==> config.mk <==
export PLATFORM = sky130hd
export DESIGN_NAME = scmsu_ctrl
export DESIGN_NICKNAME = d
export VERILOG_FILES = /design/src/design/scmsu_pkg.sv /design/src/design/scmsu_ctrl.sv
export VERILOG_INCLUDE_DIRS = /design/src /design/src/design
export SDC_FILE = /design/constraint.sdc
export NUM_CORES = 1
export LEC_CHECK = 0
export BUFFER_PORTS_ARGS = -buffer_cell sky130_fd_sc_hd__buf_4
export CAP_MARGIN = 20
export CORE_MARGIN = 2
export CORE_UTILIZATION = 44
export DETAILED_ROUTE_END_ITERATION = 7
export GPL_TIMING_DRIVEN = 1
export PLACE_DENSITY = 0.77
export SLEW_MARGIN = 20
export SYNTH_ARGS = -nofsm -noshare
export SYNTH_HDL_FRONTEND = slang
export SYNTH_SLANG_ARGS = --single-unit
==> constraint.sdc <==
create_clock -name clock -period 2.55 [get_ports clock]
set_input_delay 0.765 -clock clock [delete_from_list [all_inputs] [get_ports clock]]
set_output_delay 0.765 -clock clock [all_outputs]
set_load 0.03 [all_outputs]
==> src/design/sparse_column_matrix_store_unit_assert.svh <==
// assertion macros for the sparse column matrix store
`ifndef SPARSE_COLUMN_MATRIX_STORE_UNIT_ASSERT_SVH
`define SPARSE_COLUMN_MATRIX_STORE_UNIT_ASSERT_SVH

// implication checked on every rising clock edge outside reset
`define SCMSU_ASSERT(lbl, clk, rst, prop, msg) \
   lbl: assert property (@(posedge clk) disable iff (rst) prop) else $error(msg);

// same check, also active during reset
`define SCMSU_ASSERT_ALWAYS(lbl, clk, prop, msg) \
   lbl: assert property (@(posedge clk) prop) else $error(msg);

`endif

==> src/design/scmsu_pkg.sv <==
// shared types, codes and helpers of the sparse column matrix store
package scmsu_pkg;

   localparam int ROW_W           = 6;
   localparam int COL_W           = 6;
   localparam int VAL_W           = 64;
   localparam int SIZE_W          = 7;
   localparam int DEF_MAX_DIM     = 64;
   localparam int DEF_MAX_ENTRIES = 1024;
   localparam int REQ_W           = 80;
   localparam int RSP_W           = 72;

   typedef enum logic [1:0] {
      CMD_GET   = 2'd0,
      CMD_SET   = 2'd1,
      CMD_ADD   = 2'd2,
      CMD_CLEAR = 2'd3
   } cmd_type;

   typedef enum logic [1:0] {
      STATUS_OK    = 2'd0,
      STATUS_RANGE = 2'd1,
      STATUS_FULL  = 2'd2,
      STATUS_RSVD  = 2'd3
   } status_type;

   // controller to datapath
   typedef struct packed {
      logic take_item;
      logic clr_start;
      logic clr_step;
      logic rd_start;
      logic rd_end;
      logic latch_start;
      logic latch_end;
      logic ptr_inc;
      logic ptr_dec;
      logic get_hit;
      logic hit_write;
      logic shift_init;
      logic shift_wr;
      logic ins_write;
      logic set_oor;
      logic set_full;
      logic cs_wr;
      logic cptr_inc;
      logic rsp_load;
   } scmsu_ctl_type;

   // datapath to controller
   typedef struct packed {
      logic csr_fire;
      logic req_valid;
      logic is_clear;
      logic is_get;
      logic oor;
      logic ptr_eq_end;
      logic row_hit;
      logic full;
      logic shift_empty;
      logic cptr_eq_max;
      logic rsp_free;
   } scmsu_sts_type;

   function automatic logic [VAL_W-1:0] sat_add(input logic [VAL_W-1:0] a,
                                                input logic [VAL_W-1:0] b);
      logic [VAL_W-1:0] s;
      s = a + b;
      if ((a[VAL_W-1] == b[VAL_W-1]) && (s[VAL_W-1] != a[VAL_W-1])) begin
         s = a[VAL_W-1] ? {1'b1, {(VAL_W-1){1'b0}}} : {1'b0, {(VAL_W-1){1'b1}}};
      end
      return s;
   endfunction

endpackage

==> src/design/scmsu_ctrl.sv <==
// sequencing state machine of the sparse column matrix store
module scmsu_ctrl
   import scmsu_pkg::*;
(
   input  logic          clock,
   input  logic          reset,
   input  scmsu_sts_type sts,
   output scmsu_ctl_type ctl,
   output logic          req_ready
);
`include "sparse_column_matrix_store_unit_assert.svh"

   typedef enum logic [12:0] {
      ST_IDLE  = 13'b0000000000001,
      ST_DISP  = 13'b0000000000010,
      ST_CLEAR = 13'b0000000000100,
      ST_RDE   = 13'b0000000001000,
      ST_ENDW  = 13'b0000000010000,
      ST_SRCH  = 13'b0000000100000,
      ST_CMP   = 13'b0000001000000,
      ST_SHRD  = 13'b0000010000000,
      ST_SHWR  = 13'b0000100000000,
      ST_INS   = 13'b0001000000000,
      ST_CSRD  = 13'b0010000000000,
      ST_CSWR  = 13'b0100000000000,
      ST_RESP  = 13'b1000000000000
   } state_type;

   state_type state_ff, state_in;
   logic      clr_resp_ff, clr_resp_in;

   always_comb begin
      state_in    = state_ff;
      clr_resp_in = clr_resp_ff;
      ctl         = '0;
      req_ready   = 1'b0;
      unique case (state_ff)
         ST_IDLE: begin
            req_ready = 1'b1;
            if (sts.req_valid) begin
               ctl.take_item = 1'b1;
               state_in      = ST_DISP;
            end
         end
         ST_DISP: begin
            if (sts.is_clear) begin
               ctl.clr_start = 1'b1;
               clr_resp_in   = 1'b1;
               state_in      = ST_CLEAR;
            end else if (sts.oor) begin
               ctl.set_oor = 1'b1;
               state_in    = ST_RESP;
            end else begin
               ctl.rd_start = 1'b1;
               state_in     = ST_RDE;
            end
         end
         ST_CLEAR: begin
            ctl.clr_step = 1'b1;
            if (sts.cptr_eq_max) begin
               state_in = clr_resp_ff ? ST_RESP : ST_IDLE;
            end else begin
               ctl.cptr_inc = 1'b1;
            end
         end
         ST_RDE: begin
            ctl.latch_start = 1'b1;
            ctl.rd_end      = 1'b1;
            state_in        = ST_ENDW;
         end
         ST_ENDW: begin
            ctl.latch_end = 1'b1;
            state_in      = ST_SRCH;
         end
         ST_SRCH: begin
            if (!sts.ptr_eq_end) begin
               state_in = ST_CMP;
            end else if (sts.is_get) begin
               state_in = ST_RESP;
            end else if (sts.full) begin
               ctl.set_full = 1'b1;
               state_in     = ST_RESP;
            end else if (sts.shift_empty) begin
               state_in = ST_INS;
            end else begin
               ctl.shift_init = 1'b1;
               state_in       = ST_SHRD;
            end
         end
         ST_CMP: begin
            if (sts.row_hit) begin
               if (sts.is_get) ctl.get_hit = 1'b1;
               else            ctl.hit_write = 1'b1;
               state_in = ST_RESP;
            end else begin
               ctl.ptr_inc = 1'b1;
               state_in    = ST_SRCH;
            end
         end
         ST_SHRD: begin
            state_in = ST_SHWR;
         end
         ST_SHWR: begin
            ctl.shift_wr = 1'b1;
            if (sts.ptr_eq_end) begin
               state_in = ST_INS;
            end else begin
               ctl.ptr_dec = 1'b1;
               state_in    = ST_SHRD;
            end
         end
         ST_INS: begin
            ctl.ins_write = 1'b1;
            state_in      = ST_CSRD;
         end
         ST_CSRD: begin
            state_in = ST_CSWR;
         end
         ST_CSWR: begin
            ctl.cs_wr = 1'b1;
            if (sts.cptr_eq_max) begin
               state_in = ST_RESP;
            end else begin
               ctl.cptr_inc = 1'b1;
               state_in     = ST_CSRD;
            end
         end
         ST_RESP: begin
            if (sts.rsp_free) begin
               ctl.rsp_load = 1'b1;
               state_in     = ST_IDLE;
            end
         end
         default: begin
            state_in = ST_IDLE;
         end
      endcase
      // a size write restarts the clearing pass from any state
      if (sts.csr_fire) begin
         ctl           = '0;
         req_ready     = 1'b0;
         ctl.clr_start = 1'b1;
         clr_resp_in   = 1'b0;
         state_in      = ST_CLEAR;
      end
   end

   always_ff @(posedge clock) begin
      if (reset) begin
         state_ff    <= ST_CLEAR;
         clr_resp_ff <= 1'b0;
      end else begin
         state_ff    <= state_in;
         clr_resp_ff <= clr_resp_in;
      end
   end

   `SCMSU_ASSERT(a_take_leaves_idle, clock, reset, ctl.take_item |=> (state_ff != ST_IDLE), "accepted item did not start work")
   `SCMSU_ASSERT(a_rsp_into_free, clock, reset, ctl.rsp_load |-> sts.rsp_free, "result loaded over a waiting beat")
   `SCMSU_ASSERT(a_csr_clears, clock, reset, sts.csr_fire |=> (state_ff == ST_CLEAR), "size write did not start clearing")
   `SCMSU_ASSERT_ALWAYS(a_ready_idle, clock, req_ready |-> (state_ff == ST_IDLE), "ready outside idle")
endmodule

* After elaboration in Yosys (flattened, before gate mapping)
Index checks and enable logic that the tools add are counted.
** Storage, ports and cells
- Flip-flop bits (word level) :: 14
- Logic and storage cells :: 76
** Cells by class
- Equal/unequal tests :: 16
- Mux-type cells :: 54
- Reduce and logical (&&, ||, !) cells :: 4
** Operator list (count)
- case mux 13 bit (13 select lines) :: 1
- two-way mux 13 bit :: 11
- two-way mux 1 bit :: 36
- two-way mux 10 bit :: 2
- two-way mux 19 bit :: 1
- equality test 13 x 1 -> 1 bit (second input constant) :: 1
- equality test 13 x 10 -> 1 bit (second input constant) :: 1
- equality test 13 x 11 -> 1 bit (second input constant) :: 1
- equality test 13 x 12 -> 1 bit (second input constant) :: 1
- equality test 13 bit (second input constant) :: 1
- equality test 13 x 2 -> 1 bit (second input constant) :: 1
- equality test 13 x 3 -> 1 bit (second input constant) :: 1
- equality test 13 x 4 -> 1 bit (second input constant) :: 1
- equality test 13 x 5 -> 1 bit (second input constant) :: 1
- equality test 13 x 6 -> 1 bit (second input constant) :: 1
- equality test 13 x 7 -> 1 bit (second input constant) :: 1
- equality test 13 x 8 -> 1 bit (second input constant) :: 1
- equality test 13 x 9 -> 1 bit (second input constant) :: 1
- two-way mux 2 bit :: 3
- inequality test 2 bit (second input constant) :: 3
- OR reduction 2 bit :: 2
- AND reduction 3 bit :: 1
- AND reduction 2 bit :: 1

* Depth between registers and ports, before layout
Gate-level depths: netlist (run 1).
- Depth after elaboration :: 6
- Gate-level depth with buffers :: 6

* Worst setup path after synthesis (run 1)
Ideal clock, no wire load.
- Kind :: register to output
- Start point :: reg state_ff[4]
- End point :: out ctl[5] (netlist bit)
- Arrival :: 2.458 ns
- Setup slack :: -0.673 ns
- Stages on the path, launching flop included :: 6
- Path buffers :: 1
- Path through :: dfxtp_1 -> clkbuf_1 -> nor4_1 -> nand3b_1 -> or3_1 -> nor4b_1
** RTL lines
- from (decl) :: line scmsu_ctrl.sv:29 : state_type state_ff, state_in;
- from (signal assigned) :: line scmsu_ctrl.sv:153 : state_ff <= state_in;
- to (decl) :: line scmsu_ctrl.sv:8 : output scmsu_ctl_type ctl,

==> results of run 1 <==
## path summary, 6_finish.rpt
kind,endpoint,slack (ps)
min,clr_resp_ff,550
min reg2reg,clr_resp_ff,550
max,ctl[7],-270
max reg2reg,state_ff[12],140
## Yosys cell counts (2+ instances only)
cell type	instances	area share, %
or3_1	4	2.2
and4b_1	2	1.8
nand2b_1	2	1.1
o22ai_1	3	1.7
inv_1	3	1.0
buf_2	5	2.2
a211oi_1	3	2.0
buf_4	2	1.3
nand2_1	7	2.3
or4_1	2	1.3
and2_1	3	1.7
nand3_1	4	1.8
clkbuf_1	5	1.7
nand3b_1	2	1.3
o21ai_0	6	2.7
dfxtp_1	14	25
nor2_1	16	5.4
nor4b_1	7	5.5
or2_2	2	1.1
and3_1	4	2.2
o211ai_1	2	1.3
a21oi_1	7	3.1
nor4_1	5	2.8
xor2_1	2	1.6
mux2i_1	2	1.8
nor3_1	17	7.6
## per-layer routing
metal	up-vias	share of wire (%)
li1	698	-
met4	0	3.0
met3	20	6.8
met5	-	0
met1	736	38
met2	89	52
## registers in the layout, indices dropped and copies added, names as in the netlist
signal	count
state_ff	13
clr_resp_ff	1
## through the flow
step / power, mW / utilization [%] / worst slack (ps) / TNS, ps
after global placement: 0.336 / 66.2 / 30.3 / 0
final: 0.505 / 83.4 / -273 / -3260
after global routing: 0.521 / 83.4 / -324 / -4440
after CTS: 0.480 / 74.2 / -262 / -2910
after detailed placement: 0.339 / 66.2 / -9.35 / -12.1
after floorplan: 0.290 / - / -271 / -470
## power breakdown
part / internal, mW / leakage, nW / switching [mW]
logic: 0.0693 / 0.706 / 0.0781
clock network: 0.0550 / 0.0138 / 0.0807
registers: 0.219 / 0.117 / 0.00281
## worst reg2reg max path: cells and delay by family, from the launching register on
kind,cells,cell delay (ps)
buffers and inverters,3,420
DFF,1,350
and+or+nand+nor,2,910
AOI/OAI and AO/OA,3,620
## what timing repair did
action                                  in CTS  in global routing
resized for setup                           30                 31
buffers inserted                             7                 14
pin swaps                                   11                  7
cloned                                       0                  0
endpoints found under the setup margin      18                 19
## layout make-up
class / instances / area share (%)
clock buffer: 3 / 1.10
inverter: 3 / 0.550
multi-input combinational: 119 / 49.4
sequential: 14 / 14.4
tap: 30 / 1.83
timing repair buffer: 77 / 32.7
## logic make-up after synthesis
family	count (synthesis)	share of synthesized area, %
flops	14	25.0
buf+inv	17	7.71
compound gates	27	15.6
xor+xnor	3	2.35
simple gates	87	47.5
mux	2	1.79
==> qor.csv, run 1 <==
metric,value,unit
outcome,"finished, violations left",
violated checks,setup timing,
"commonest non-fill, non-tap cell in the layout",buf_4,
Finished Layout Cells,246,
# port buffers,32,
drt drc,0,
crit path from,state_ff[1],
placed cell areas,1630,sq um
DP Wirelength,2610,um
"Async S/R FF share, synth",0,%
Clock Path Buffers,2,
CP required,1790,ps
Worst-Skew Late Latency,290,ps
Initial DRC Count,63,
Overall Global Routing Usage,28.3,%
Layout Skew,6.45,ps
drt first pass iters,4,
Synth Register Bits,14,
Reg area,294,sq um
WP buf/inv,2,
Clock transition at path regs,90,ps
Max-slew headroom,59.5,%
final setup margin,-273,ps
worst path arrival time,2060,ps
CP max stage delay,470,ps
Most Crowded Layer GR,met2,
hold wc startpoint,clr_resp_ff,
met3 Use GR,5.46,%
layout cell share with drive strength beyond 1,58.8,%
synthesized area,1120,sq um
initial antenna violation count,0,
CP top delay family,simple AND/OR/NAND/NOR gates,
met1 GRT Util,33.2,%
"critical path fanouts, max",4,
critical path depth,6,
# clock sinks,14,
Hold/Removal Path Class,flip-flop to flip-flop,
Multi-input gate area,1010,sq um
r2r worst-path depth,8,
placed cell count,223,
Layout fillers,148,
GPL Wtd Cong,0.899,
CTS Buf Count,3,
Die Wd,54.5,um
crit start category,flip-flop,
P&R area growth vs syn,82.8,%
global-route wire length before repair,6080,um
post-synthesis sequential area ratio,25.0,%
Initial Util,45.6,%
Hold Path Stages,2,
grt met2 use,50.2,%
Worst R2R Start,state_ff[5],
post-synth cell types,45,
Syn Nets,163,
"EDFF count, synth",0,
Placement Rows,18,
"Remaining Overflow, GRT",0,
Final Cycle Share,111,%
VDD IR max,0.000181,V
"Primary FF master, synth",dfxtp_1,
chip height,54.5,um
# diodes,0,
largest net degree at the start of global routing,12,
Max Cap Viol,0,
Die ar.,2960,sq um
Final Hold Fails,0,
maximum achievable frequency,0.354,GHz
# IOs,33,
cells after synthesis,150,
Ys Warns,0,
syn_area_per_cell,7.47,sq um
critical path class,flip-flop to output pin,
post-route ant nets,0,
leakage,0.837,nW
"Slowest-stage cell, CP",or4_4,
core area,2450,sq um
min Tclk post-route,2820,ps
post-route cell area,2050,sq um
most frequent cells in the layout,"buf_4 (55), buf_6 (21), nor3_1 (13)",
vias in the first global route,1379,
Power Dens Cells,247,nW/um^2
H-tree depth,1,
Vias/cell,6.27,
CP Cell Sequence,nor4_4 > buf_4 > nand4b_1 > or4_4 > nor2_4 > buf_6,
fin nets,231,
Clk Tree Root Cell,clkbuf_4,
vias,1543,
final hold slack,552,ps
Worst Max-Slew Pin Slew,599,ps
WL final,4540,um
Post-CTS Hold Buffers,0,
Final setup viols,17,
CP Capture Type,output pin,
Routed WL per cell,18.5,um
Final Max Slew Viols,0,
unrepaired setup endpoints after global routing,true,
CTS tree,done,
(Power assumes the default switching activity.)
==> run 2: changes to the inputs <==
- CORE_UTILIZATION: 44 -> 46
- PLACE_DENSITY: 0.77 -> 0.8
==> run 2 against run 1 <==
  * The run still ends with setup timing left
  * Wire length grew 20%
  * Clock power grew 26%
  * Combinational power grew 5%
  * Via count grew 4.9%
  * Total power grew 8.5%
  * Global-route usage grew 4.9 points
  * Fmax shrank 0.63%
  * Critical path depth shrank 1
  * Hold slack is essentially flat
  * Critical endpoint is now ctl[13]
  * Highest routed layer unchanged
==> qor.csv, run 2 (synthesis gave the netlist of run 1 again) <==
metric,value,unit,change
outcome,"finished, violations left",,
Reg area,293,sq um,-0.43%
critical path class,flip-flop to output pin,,
Finished Layout Cells,240,,-2.4%
Routed WL per cell,22.7,um,+23%
Final Max Slew Viols,0,,unchanged
Final Hold Fails,0,,unchanged
post-route ant nets,0,,unchanged
drt first pass iters,6,,+2
VDD IR max,0.000412,V,+130%
# clock sinks,14,,unchanged
Seq pwr share,40.5,%,-3.4 points
Final Total Pwr,0.548,mW,+8.5%
# port buffers,32,,unchanged
chip height,53.3,um,-2.0%
DP Wirelength,2600,um,-0.42%
most frequent cells in the layout,"buf_4 (49), buf_6 (23), nor3_1 (12)",,
WL final,5440,um,+20%
# IOs,33,,unchanged
"commonest non-fill, non-tap cell in the layout",buf_4,,
CP max stage delay,580,ps,+110 ps
Post-CTS Hold Buffers,0,,unchanged
Final setup viols,18,,+1
Multi-input gate area,1020,sq um,+0.49%
sw frac,31.5,%,-0.53 points
Place WS,1.50,ps,+10.8 ps
Max Cap Viol,0,,unchanged
Power Dens Cells,271,nW/um^2,+10%
"critical path fanouts, max",4,,unchanged
Vias/cell,6.75,,+7.5%
vias,1619,,+4.9%
Worst Max-Slew Pin Slew,475,ps,-124 ps
Final Cycle Share,111,%,+0.70 points
violated checks,setup timing,,
H-tree depth,1,,unchanged
GPL Wtd Cong,0.884,,-1.6%
CTS tree,done,,
global-route wire length before repair,6840,um,+13%
sw power,0.172,mW,+6.7%
largest reg by FF count,state_ff,,
Clock transition at path regs,100,ps,about the same
Initial Util,49.7,%,+4.1 points
Largest register FFs,13,,unchanged
drt drc,0,,unchanged
Die Wd,53.3,um,-2.0%
final core utilization,89.6,%,+6.2 points
Clock power frac,31.4,%,+4.5 points
P&R area growth vs syn,80.3,%,
placed cell count,220,,-1.3%
internal power,0.375,mW,+9.3%
core area,2250,sq um,-8.2%
largest registers,"state_ff (13), clr_resp_ff (1)",,
CP required,1790,ps,about the same
maximum achievable frequency,0.352,GHz,-0.63%
leakage,0.816,nW,-2.4%
Max-slew headroom,68.2,%,+8.8 points
crit start category,flip-flop,,
final setup margin,-291,ps,-17.9 ps
CP Cell Sequence,or4_4 > buf_6 > or3_4 > nor3_4 > buf_6,,
Die ar.,2850,sq um,-4.0%
Layout fillers,94,,-36%
Placement Rows,17,,-1
largest net degree at the start of global routing,12,,unchanged
final hold slack,552,ps,+0.0210 ps
Initial DRC Count,96,,+52%
layout cell share with drive strength beyond 1,58.0,%,-0.78 points
initial antenna violation count,0,,unchanged
Worst-Skew Late Latency,290,ps,about the same
fin nets,226,,-2.2%
CP Capture Type,output pin,,
Hold/Removal Path Class,flip-flop to flip-flop,,
CP dominant cell by count,buf_6,,
Clk Tree Root Cell,clkbuf_4,,
Overall Global Routing Usage,33.2,%,+4.9 points
CTS Buf Count,3,,unchanged
vias in the first global route,1451,,+5.2%
Clock Path Buffers,2,,unchanged
Layout Skew,5.32,ps,-1.13 ps
worst path arrival time,2080,ps,+20 ps
"Remaining Overflow, GRT",0,,unchanged
"Slowest-stage cell, CP",or4_4,,
# diodes,0,,unchanged
min Tclk post-route,2840,ps,+17.9 ps
Combinational Power Share,28.1,%,-1.1 points
unrepaired setup endpoints after global routing,true,,
run 2: metrics by stage:
stage	TNS (ps)	area, sq um
6_report	-3820	2020
5_1_grt	-4810	2020
4_1_cts	-2410	1860
3_5_place_dp	0	1600
3_3_place_gp	0	1600
2_1_floorplan	-470	1230
run 2: power by group through the flow:
stage                     logic [mW]  registers (mW)  clock network, mW
after floorplan               0.0640           0.226                  0
after global placement         0.107           0.229                  0
after detailed placement       0.110           0.229                  0
after CTS                      0.132           0.224              0.165
after global routing           0.159           0.222              0.176
final                          0.154           0.222              0.172
run 2: per-layer routing:
layer | share of wire, % | vias up | global-route usage, %
li1 | - | 687 | -
met1 | 37 | 744 | 41.6
met2 | 48 | 141 | 57.8
met3 | 9.9 | 47 | 4.52
met4 | 5.4 | 0 | 10.3
met5 | 0 | - | 0
run 2: timing repair:
action                                  in CTS  in global routing
setup buffers                               12                  5
endpoints found under the setup margin      19                 20
resized for setup                           31                 32
pin swaps                                   14                 12
run 2: worst paths after layout:
kind	start	to	cells past startpoint	slack, ps
worst max-delay path	state_ff[4]	ctl[13]	5	-290
worst max register to register	state_ff[4]	state_ff[12]	7	180
worst min register to register	clr_resp_ff	clr_resp_ff	2	550
worst min-delay path	clr_resp_ff	clr_resp_ff	2	550
run 2: final cells by class:
cell class	instances	area share (%)
multi-input combinational	119	50.4
inverter	3	0.558
timing repair buffer	72	31.0
tap	28	1.73
clock buffer	4	1.80
sequential	14	14.5
run 2: critical path: cells and delay by family (launching register included):
family / cells / cell delay (ps)
and+or+nand+nor: 3 / 1110
buffers and inverters: 2 / 310
DFF: 1 / 380
